**src/design/shabsh_pkg.sv**
```systemverilog
package shabsh_pkg;

  typedef logic [0:7][31:0]  hash_t;
  typedef logic [0:15][31:0] block_t;

  typedef struct packed {
    logic start;
    logic init;
  } core_ctl_t;

  localparam logic MODE_ABSORB = 1'b0;
  localparam logic MODE_FINISH = 1'b1;

  localparam logic [7:0] PAD_BYTE  = 8'h80;
  localparam logic [5:0] PAD_FILL  = 6'd56;
  localparam logic [5:0] FILL_LAST = 6'd63;
  localparam logic [2:0] WORD_LAST = 3'd7;
  localparam logic [5:0] ROUND_LAST = 6'd63;

  localparam hash_t HASH_IV = {
    32'h6a09e667, 32'hbb67ae85, 32'h3c6ef372, 32'ha54ff53a,
    32'h510e527f, 32'h9b05688c, 32'h1f83d9ab, 32'h5be0cd19
  };

  localparam logic [31:0] ROUND_K [64] = '{
    32'h428a2f98, 32'h71374491, 32'hb5c0fbcf, 32'he9b5dba5,
    32'h3956c25b, 32'h59f111f1, 32'h923f82a4, 32'hab1c5ed5,
    32'hd807aa98, 32'h12835b01, 32'h243185be, 32'h550c7dc3,
    32'h72be5d74, 32'h80deb1fe, 32'h9bdc06a7, 32'hc19bf174,
    32'he49b69c1, 32'hefbe4786, 32'h0fc19dc6, 32'h240ca1cc,
    32'h2de92c6f, 32'h4a7484aa, 32'h5cb0a9dc, 32'h76f988da,
    32'h983e5152, 32'ha831c66d, 32'hb00327c8, 32'hbf597fc7,
    32'hc6e00bf3, 32'hd5a79147, 32'h06ca6351, 32'h14292967,
    32'h27b70a85, 32'h2e1b2138, 32'h4d2c6dfc, 32'h53380d13,
    32'h650a7354, 32'h766a0abb, 32'h81c2c92e, 32'h92722c85,
    32'ha2bfe8a1, 32'ha81a664b, 32'hc24b8b70, 32'hc76c51a3,
    32'hd192e819, 32'hd6990624, 32'hf40e3585, 32'h106aa070,
    32'h19a4c116, 32'h1e376c08, 32'h2748774c, 32'h34b0bcb5,
    32'h391c0cb3, 32'h4ed8aa4a, 32'h5b9cca4f, 32'h682e6ff3,
    32'h748f82ee, 32'h78a5636f, 32'h84c87814, 32'h8cc70208,
    32'h90befffa, 32'ha4506ceb, 32'hbef9a3f7, 32'hc67178f2
  };

endpackage

```
**src/design/shabsh_core.sv**
```systemverilog
module shabsh_core (
  input  logic                 clk,
  input  logic                 rst_n,
  input  shabsh_pkg::core_ctl_t ctl,
  input  shabsh_pkg::block_t   blk,
  output logic                 busy,
  output shabsh_pkg::hash_t    hash
);

  function automatic logic [31:0] rotr(input logic [31:0] x, input int n);
    rotr = (x >> n) | (x << (32 - n));
  endfunction

  shabsh_pkg::hash_t  hash_r, hash_nxt;
  shabsh_pkg::hash_t  work_r, work_nxt;
  shabsh_pkg::block_t win_r, win_nxt;
  logic [5:0]         rnd_r, rnd_nxt;
  logic               run_r, run_nxt;
  logic               fin_r, fin_nxt;

  logic [31:0] big1, choose, t1, big0, major, t2, sig0, sig1, w_new;

  // One round of the compression and one step of the message schedule
  always_comb begin
    big1   = rotr(work_r[4], 6) ^ rotr(work_r[4], 11) ^ rotr(work_r[4], 25);
    choose = (work_r[4] & work_r[5]) ^ (~work_r[4] & work_r[6]);
    t1     = work_r[7] + big1 + choose + shabsh_pkg::ROUND_K[rnd_r] + win_r[0];
    big0   = rotr(work_r[0], 2) ^ rotr(work_r[0], 13) ^ rotr(work_r[0], 22);
    major  = (work_r[0] & work_r[1]) ^ (work_r[0] & work_r[2]) ^ (work_r[1] & work_r[2]);
    t2     = big0 + major;
    sig0   = rotr(win_r[1], 7) ^ rotr(win_r[1], 18) ^ (win_r[1] >> 3);
    sig1   = rotr(win_r[14], 17) ^ rotr(win_r[14], 19) ^ (win_r[14] >> 10);
    w_new  = win_r[0] + sig0 + win_r[9] + sig1;
  end

  always_comb begin
    hash_nxt = hash_r;
    work_nxt = work_r;
    win_nxt  = win_r;
    rnd_nxt  = rnd_r;
    run_nxt  = run_r;
    fin_nxt  = fin_r;
    priority if (ctl.init) begin
      hash_nxt = shabsh_pkg::HASH_IV;
    end else if (ctl.start) begin
      win_nxt  = blk;
      work_nxt = hash_r;
      rnd_nxt  = '0;
      run_nxt  = 1'b1;
    end else if (run_r) begin
      for (int i = 0; i < 15; i++) begin
        win_nxt[i] = win_r[i+1];
      end
      win_nxt[15] = w_new;
      work_nxt = {t1 + t2, work_r[0], work_r[1], work_r[2],
                  work_r[3] + t1, work_r[4], work_r[5], work_r[6]};
      rnd_nxt  = rnd_r + 6'd1;
      if (rnd_r == shabsh_pkg::ROUND_LAST) begin
        run_nxt = 1'b0;
        fin_nxt = 1'b1;
      end
    end else if (fin_r) begin
      // fold the working variables back into the chaining value
      for (int i = 0; i < 8; i++) begin
        hash_nxt[i] = hash_r[i] + work_r[i];
      end
      fin_nxt = 1'b0;
    end
  end

  always_ff @(posedge clk) begin
    if (!rst_n) begin
      hash_r <= shabsh_pkg::HASH_IV;
      run_r  <= 1'b0;
      fin_r  <= 1'b0;
      rnd_r  <= '0;
    end else begin
      hash_r <= hash_nxt;
      run_r  <= run_nxt;
      fin_r  <= fin_nxt;
      rnd_r  <= rnd_nxt;
    end
    work_r <= work_nxt;
    win_r  <= win_nxt;
  end

  assign busy = run_r | fin_r;
  assign hash = hash_r;

endmodule

```
**src/design/sha256_byte_stream_hasher.sv**
```systemverilog
// SHA-256 over a byte stream. Each input word with in_mode low appends
// in_data_byte to the message; a word with in_mode high pads the message,
// runs the last block(s) and then delivers the eight digest words, index 0
// first, with out_last_word set on index 7, after which the hasher is ready
// for a new message with no reset needed. A plain byte causes no stall; the
// byte that fills a 64-byte block holds in_stall high while the shared round
// unit runs its 64 rounds, one per cycle, plus the load and final-add steps.
// A finish feeds its padding one byte per cycle through the same block buffer
// (64 minus the bytes buffered, or that plus 64 when 56 or more are buffered)
// with a compression after each full block, then emits the digest one word per
// cycle as the output side takes them. The round unit and a stalled output
// side both limit throughput.
module sha256_byte_stream_hasher (
  input  logic        clk,
  input  logic        rst_n,
  input  logic        in_valid,
  output logic        in_stall,
  input  logic        in_mode,
  input  logic [7:0]  in_data_byte,
  output logic        out_valid,
  input  logic        out_stall,
  output logic [31:0] out_digest_word,
  output logic [2:0]  out_word_index,
  output logic        out_last_word
);

  typedef enum logic [2:0] {
    ST_IDLE,
    ST_PAD,
    ST_LEN,
    ST_COMP,
    ST_EMIT
  } state_t;

  state_t             state_r, state_nxt;
  state_t             ret_r, ret_nxt;       // where to go once a block is compressed
  logic               go_r, go_nxt;         // start pulse for the round unit
  logic               first_r, first_nxt;   // pad marker byte still to push
  logic [5:0]         fill_r, fill_nxt;
  logic [60:0]        nbytes_r, nbytes_nxt; // message length in bytes, mod 2^61
  logic [63:0]        len_r, len_nxt;       // latched bit length, shifted out MSB first
  logic [511:0]       buf_r, buf_nxt;
  logic [2:0]         emit_idx_r, emit_idx_nxt;
  logic               out_valid_r, out_valid_nxt;
  logic [31:0]        out_word_r, out_word_nxt;
  logic [2:0]         out_idx_r, out_idx_nxt;
  logic               out_last_r, out_last_nxt;

  logic               push;
  logic [7:0]         push_byte;
  logic               in_take;
  logic               out_load;
  shabsh_pkg::core_ctl_t core_ctl;
  logic               core_busy;
  shabsh_pkg::hash_t  core_hash;

  shabsh_core u_core (
    .clk   (clk),
    .rst_n (rst_n),
    .ctl   (core_ctl),
    .blk   (shabsh_pkg::block_t'(buf_r)),
    .busy  (core_busy),
    .hash  (core_hash)
  );

  assign in_stall = (state_r != ST_IDLE);
  assign in_take  = in_valid && !in_stall;
  assign out_load = (state_r == ST_EMIT) && (!out_valid_r || !out_stall);

  always_comb begin
    state_nxt     = state_r;
    ret_nxt       = ret_r;
    go_nxt        = 1'b0;
    first_nxt     = first_r;
    nbytes_nxt    = nbytes_r;
    len_nxt       = len_r;
    emit_idx_nxt  = emit_idx_r;
    out_valid_nxt = out_valid_r && out_stall;
    out_word_nxt  = out_word_r;
    out_idx_nxt   = out_idx_r;
    out_last_nxt  = out_last_r;
    push          = 1'b0;
    push_byte     = '0;
    core_ctl      = '{start: go_r, init: 1'b0};

    unique case (state_r)
      ST_IDLE: begin
        if (in_take) begin
          if (in_mode == shabsh_pkg::MODE_ABSORB) begin
            push       = 1'b1;
            push_byte  = in_data_byte;
            nbytes_nxt = nbytes_r + 61'd1;
            if (fill_r == shabsh_pkg::FILL_LAST) begin
              state_nxt = ST_COMP;
              ret_nxt   = ST_IDLE;
              go_nxt    = 1'b1;
            end
          end else begin
            // latch the bit count and clear it for the next message
            len_nxt    = {nbytes_r, 3'b000};
            nbytes_nxt = '0;
            first_nxt  = 1'b1;
            state_nxt  = ST_PAD;
          end
        end
      end
      ST_PAD: begin
        if (first_r || fill_r != shabsh_pkg::PAD_FILL) begin
          push      = 1'b1;
          push_byte = first_r ? shabsh_pkg::PAD_BYTE : 8'h00;
          first_nxt = 1'b0;
          if (fill_r == shabsh_pkg::FILL_LAST) begin
            state_nxt = ST_COMP;
            ret_nxt   = ST_PAD;
            go_nxt    = 1'b1;
          end
        end else begin
          state_nxt = ST_LEN;
        end
      end
      ST_LEN: begin
        push      = 1'b1;
        push_byte = len_r[63:56];
        len_nxt   = {len_r[55:0], 8'h00};
        if (fill_r == shabsh_pkg::FILL_LAST) begin
          state_nxt = ST_COMP;
          ret_nxt   = ST_EMIT;
          go_nxt    = 1'b1;
        end
      end
      ST_COMP: begin
        // wait while the start pulse is out, then until the round unit is done
        if (!go_r && !core_busy) begin
          state_nxt    = ret_r;
          emit_idx_nxt = '0;
        end
      end
      ST_EMIT: begin
        if (out_load) begin
          out_valid_nxt = 1'b1;
          out_word_nxt  = core_hash[emit_idx_r];
          out_idx_nxt   = emit_idx_r;
          out_last_nxt  = (emit_idx_r == shabsh_pkg::WORD_LAST);
          emit_idx_nxt  = emit_idx_r + 3'd1;
          if (emit_idx_r == shabsh_pkg::WORD_LAST) begin
            core_ctl.init = 1'b1;
            state_nxt     = ST_IDLE;
          end
        end
      end
      default: begin
        state_nxt = ST_IDLE;
      end
    endcase
  end

  // Advance the block buffer one byte per push; first byte lands in the top lane
  always_comb begin
    buf_nxt  = buf_r;
    fill_nxt = fill_r;
    if (push) begin
      buf_nxt  = {buf_r[503:0], push_byte};
      fill_nxt = fill_r + 6'd1;
    end
  end

  always_ff @(posedge clk) begin
    if (!rst_n) begin
      state_r     <= ST_IDLE;
      ret_r       <= ST_IDLE;
      go_r        <= 1'b0;
      first_r     <= 1'b0;
      fill_r      <= '0;
      nbytes_r    <= '0;
      emit_idx_r  <= '0;
      out_valid_r <= 1'b0;
    end else begin
      state_r     <= state_nxt;
      ret_r       <= ret_nxt;
      go_r        <= go_nxt;
      first_r     <= first_nxt;
      fill_r      <= fill_nxt;
      nbytes_r    <= nbytes_nxt;
      emit_idx_r  <= emit_idx_nxt;
      out_valid_r <= out_valid_nxt;
    end
    len_r      <= len_nxt;
    buf_r      <= buf_nxt;
    out_word_r <= out_word_nxt;
    out_idx_r  <= out_idx_nxt;
    out_last_r <= out_last_nxt;
  end

  assign out_valid       = out_valid_r;
  assign out_digest_word = out_word_r;
  assign out_word_index  = out_idx_r;
  assign out_last_word   = out_last_r;

  // Hold off input whenever the round unit is working
  a_busy_stalls: assert property (@(posedge clk) disable iff (!rst_n)
    core_busy |-> in_stall)
    else $error("input accepted while compression in progress");

  // Length bytes always close out a block that already holds 56 bytes
  a_len_fill: assert property (@(posedge clk) disable iff (!rst_n)
    (state_r == ST_LEN) |-> (fill_r >= shabsh_pkg::PAD_FILL))
    else $error("length bytes pushed at wrong block offset");

  // The last digest word carries the top index
  a_last_idx: assert property (@(posedge clk) disable iff (!rst_n)
    (out_valid && out_last_word) |-> (out_word_index == shabsh_pkg::WORD_LAST))
    else $error("last word flag on wrong index");

  // The round unit never starts while the buffer is partly filled
  a_start_full: assert property (@(posedge clk) disable iff (!rst_n)
    go_r |-> (fill_r == '0))
    else $error("compression started on a partial block");

endmodule

```
**config.mk**
```make
export PLATFORM = sky130hd
export DESIGN_NAME = sha256_byte_stream_hasher
export DESIGN_NICKNAME = d
export VERILOG_FILES = /design/src/design/shabsh_pkg.sv /design/src/design/shabsh_core.sv /design/src/design/sha256_byte_stream_hasher.sv
export SDC_FILE = /design/constraint.sdc
export NUM_CORES = 2
export LEC_CHECK = 0
export BUFFER_PORTS_ARGS = -buffer_cell sky130_fd_sc_hd__buf_4
export CELL_PAD_IN_SITES_DETAIL_PLACEMENT = 1
export CELL_PAD_IN_SITES_GLOBAL_PLACEMENT = 1
export CORE_ASPECT_RATIO = 0.6
export CORE_MARGIN = 10
export CORE_UTILIZATION = 45
export CTS_BUF_LIST = sky130_fd_sc_hd__clkbuf_16
export CTS_CLUSTER_SIZE = 14
export DETAILED_ROUTE_END_ITERATION = 12
export PLACE_DENSITY = 0.67
export SYNTH_ARGS = -nofsm -noshare
export SYNTH_HDL_FRONTEND = slang
export SYNTH_SLANG_ARGS = --single-unit
```
**constraint.sdc**
```tcl
create_clock -name clk -period 55.4 [get_ports clk]
set_input_delay 8.31 -clock clk [delete_from_list [all_inputs] [get_ports clk]]
set_output_delay 8.31 -clock clk [all_outputs]
set_load 0.05 [all_outputs]
```
==> flow_summary_export.csv <==
group,metric,value,unit
setup_path,start_kind,"input pin",
sta,max_slew_margin,5.51,%
cts,postCtsSetupRepairBufs,0,
sta,finalMaxSlewViolations,0,
hold_path,hold_start,"buf_r[422]$_DFFE_PP_",
setup_path,endpoint_kind,"flip-flop",
cts,cts_made_buffers,176,
floorplanning,die_y,373,um
cts,cts_max_level,4,
logic_synthesis,synth.yosys.seq_area_share,51.5,%
placement,place_congestion,0.957,
logic_synthesis,synth-main-ff-cell,"edfxtp_1",
routing,drtAntennaViolNets,0,
routing,wl,304000,um
layout,fill_cells,21200,
sta,skew,0.0669,ns
routing,dr.first_iter.drc_count,7059,
routing,vias,64100,
setup_path,cp_slowest_cell,"buf_4",
layout,regArea,48200,um^2
cts,cts-root-buf,"clkbuf_16",
hold_path,hp-class,"reg -> reg",
layout,multi_input_area,42800,um^2
pwr,power-per-cell-area,26.3,nW/um^2
setup_path,cp_top_family,"buffers and inverters",
setup_path,r2r_start,"u_core.rnd_r[0]$_SDFFE_PN0P_",
logic_synthesis,synthesis.area,93500,um^2
logic_synthesis,synth_edf_count,1377,
layout,drive_gt1_share,16.4,%
logic_synthesis,ys_warn_count,0,
global_route,grt_pass1_wl,443000,um
global_route,grt_overflow,0,
run,maxCapViolCount,0,
sta,worstMarginPinSlew,1.41,ns
cts,clkSinkCount,1719,
sta,hold_viol_final,0,
pwr,peakVddDrop,27.9,uV
sta,rsz0062_at_grt,"no",
logic_synthesis,synth.most_common_cell,"edfxtp_1",
cts,clock_latency,0.86,ns
sta,fin_tns_setup,0,ns
cts,post_cts_resized,0,
global_route,grt_pass1_vias,63200,
floorplanning,num_rows,129,
logic_synthesis,synthArstFlopShare,0,%
sta,setup_violations,0,
floorplanning,dieArea,227000,um^2
cts,cts-hold-fix-buffers,0,
setup_path,cpPeakStageDelay,0.98,ns
global_route,antenna_found_initial,16,
floorplanning,die_w,608,um
pwr,leakagePower,38.7,nW
routing,first_pass_iters,6,
setup_path,crit_start,"in_valid",
setup_path,arrival,12.96,ns
logic_synthesis,ys_ff_latch,1719,
global_route,grt_max_degree,163,
pwr,p_total,2.70,mW
setup_path,r2r_slack,44.17,ns
placement,place_inst,10300,
layout,fin_cells,10600,
routing,drc,0,
setup_path,worstPathCellList,"buf_4 > and2_1 > buf_4 > nand2_1 > nand3b_1 > buf_4 > buf_4 > buf_4 > buf_4",
layout,final_util,49.6,%
setup_path,worstPathMaxFanout,85,
logic_synthesis,synth.distinct_cells,85,
logic_synthesis,synth_top_cell_by_area,"edfxtp_1",
layout,area_growth,9.49,%
logic_synthesis,syn_nets,8356,
floorplanning,start_util,45.3,%
sta,fin_crit_sh,22.6,%
layout,final_net_count,8341,
sta,fin_crit,12.51,ns
placement,hpwl,222000,um
setup_path,critPathKind,"in -> reg",
routing,wl_per_cell,28.7,um
outcome,status,"completed",
setup_path,required,55.85,ns
cts,tritoncts,"yes",
floorplanning,core,206000,um^2
logic_synthesis,avgSynthCellArea,12.1,um^2
logic_synthesis,synth_area_leaders,"edfxtp_1 (44%), mux2_2 (9.2%), dfxtp_1 (7.3%)",
placement,io_buffers,50,
logic_synthesis,postSynthCellCount,7749,
global_route,grt_util_all_layers,25.8,%
setup_path,cp_num_buf_inv,6,
routing,avgViaCountPerCell,6.04,
cts,cts_buffer_depth,4,
sta,maxClockFrequency,79.9,MHz
logic_synthesis,synth_commonest_cells,"edfxtp_1 (1,377), mux2_2 (766), nand2_1 (639), a21oi_1 (490), o21ai_0 (449)",
floorplanning,io_pins,51,
logic_synthesis,synth.top_cell.area_share,44.2,%
cts,clk_pin_slew,0.06,ns
setup_path,critical_path.most_common_cell,"buf_4",
[per-layer routing]
metal	part of all wire [%]	wire length (um)	global-route usage [%]
met1	51	155000	42.6
met2	37	111000	31.7
met3	11	32800	8.83
met4	1.5	4660	4.00
met5	0.063	193	0
[sequential cells by signal, summed over array words and instances, names as in the netlist, 2 cells and up]
name,count
out_digest_word,32
u_core.hash,256
u_core.win_r,512
nbytes_r,61
buf_r,512
state_r,3
ret_r,2
out_word_index,3
u_core.work_r,256
u_core.rnd_r,6
len_r,61
emit_idx_r,3
fill_r,6
[layout make-up]
type,instances,area share [%]
sequential,1719,47.1
multi-input combinational,5353,41.8
clock buffer,178,4.35
tap,2751,3.36
timing repair buffer,169,1.28
inverter,315,1.16
clock inverter,124,0.914
antenna,2,0.00489
[worst register-to-register path: cells and delay by family, from the launching register on]
family	cells	cell delay, ns
xor+xnor	2	0.64
flops	1	0.56
compound gates	14	4.12
simple gates	3	0.75
fa+ha+maj	7	3.12
buf+inv	4	0.91
mux	1	0.82
[power breakdown]
group          internal, mW  leakage [nW]  total (mW)  switching, mW
clock network         0.642          2.78        1.17          0.529
registers              1.45          16.6        1.48         0.0284
logic               0.00729          19.3      0.0457         0.0384
total                  2.10          38.7        2.70          0.596
[layout by cell type, fill, tap and decap left out, types with 30 or more instances in the layout]
| cell | instances |
|---|---|
| edfxtp_1 | 1377 |
| nand3_1 | 111 |
| ha_1 | 399 |
| a21oi_1 | 489 |
| nand4_1 | 36 |
| dfxtp_1 | 335 |
| a211oi_1 | 73 |
| xor2_1 | 162 |
| xnor2_1 | 387 |
| nand2_1 | 637 |
| clkbuf_16 | 178 |
| o21bai_1 | 53 |
| clkinv_1 | 36 |
| o21ai_0 | 448 |
| o211ai_1 | 95 |
| a21boi_0 | 53 |
| or3_1 | 35 |
| nor3_1 | 90 |
| inv_1 | 352 |
| mux4_2 | 73 |
| o21a_1 | 58 |
| o31ai_1 | 30 |
| nor2_1 | 340 |
| and2_1 | 39 |
| mux2_2 | 766 |
| and3_1 | 64 |
| nand2b_1 | 63 |
| nor2b_1 | 69 |
| a21o_1 | 148 |
| mux2i_1 | 48 |
| a31oi_1 | 55 |
| fa_1 | 195 |
| buf_4 | 166 |
[cells by family (layout without fill, tap and decap cells)]
logic type / after synthesis / count (layout) / share of synthesized area, %
adder cells (fa/ha/maj): 620 / 620 / 9.79
other: 0 / 2 / 0
AND/OR/NAND/NOR: 1574 / 1574 / 7.74
AO/OA/AOI/OAI: 1719 / 1719 / 11.5
buffers and inverters: 677 / 786 / 2.72
flip-flops: 1719 / 1719 / 51.5
XOR/XNOR: 551 / 551 / 5.19
multiplexers: 889 / 889 / 11.5
[path summary, 6_finish.rpt]
kind / depth (start not counted) / end
setup reg to reg: 31 / u_core.work_r[255]$_DFFE_PP_
hold / removal: 0 / buf_r[430]$_DFFE_PP_
hold reg to reg: 0 / buf_r[430]$_DFFE_PP_
setup / recovery: 9 / buf_r[459]$_DFFE_PP_
[per-stage QoR]
stage	hold slack, ns	setup WS [ns]	instance area (um^2)
after floorplan	0.420	29.23	93500
final	0.402	42.89	102000
after CTS	0.394	42.94	102000
after global placement	0.422	42.10	97000
after global routing	0.415	42.54	102000
after detailed placement	0.428	42.04	97000
(Power assumes the default switching activity.)
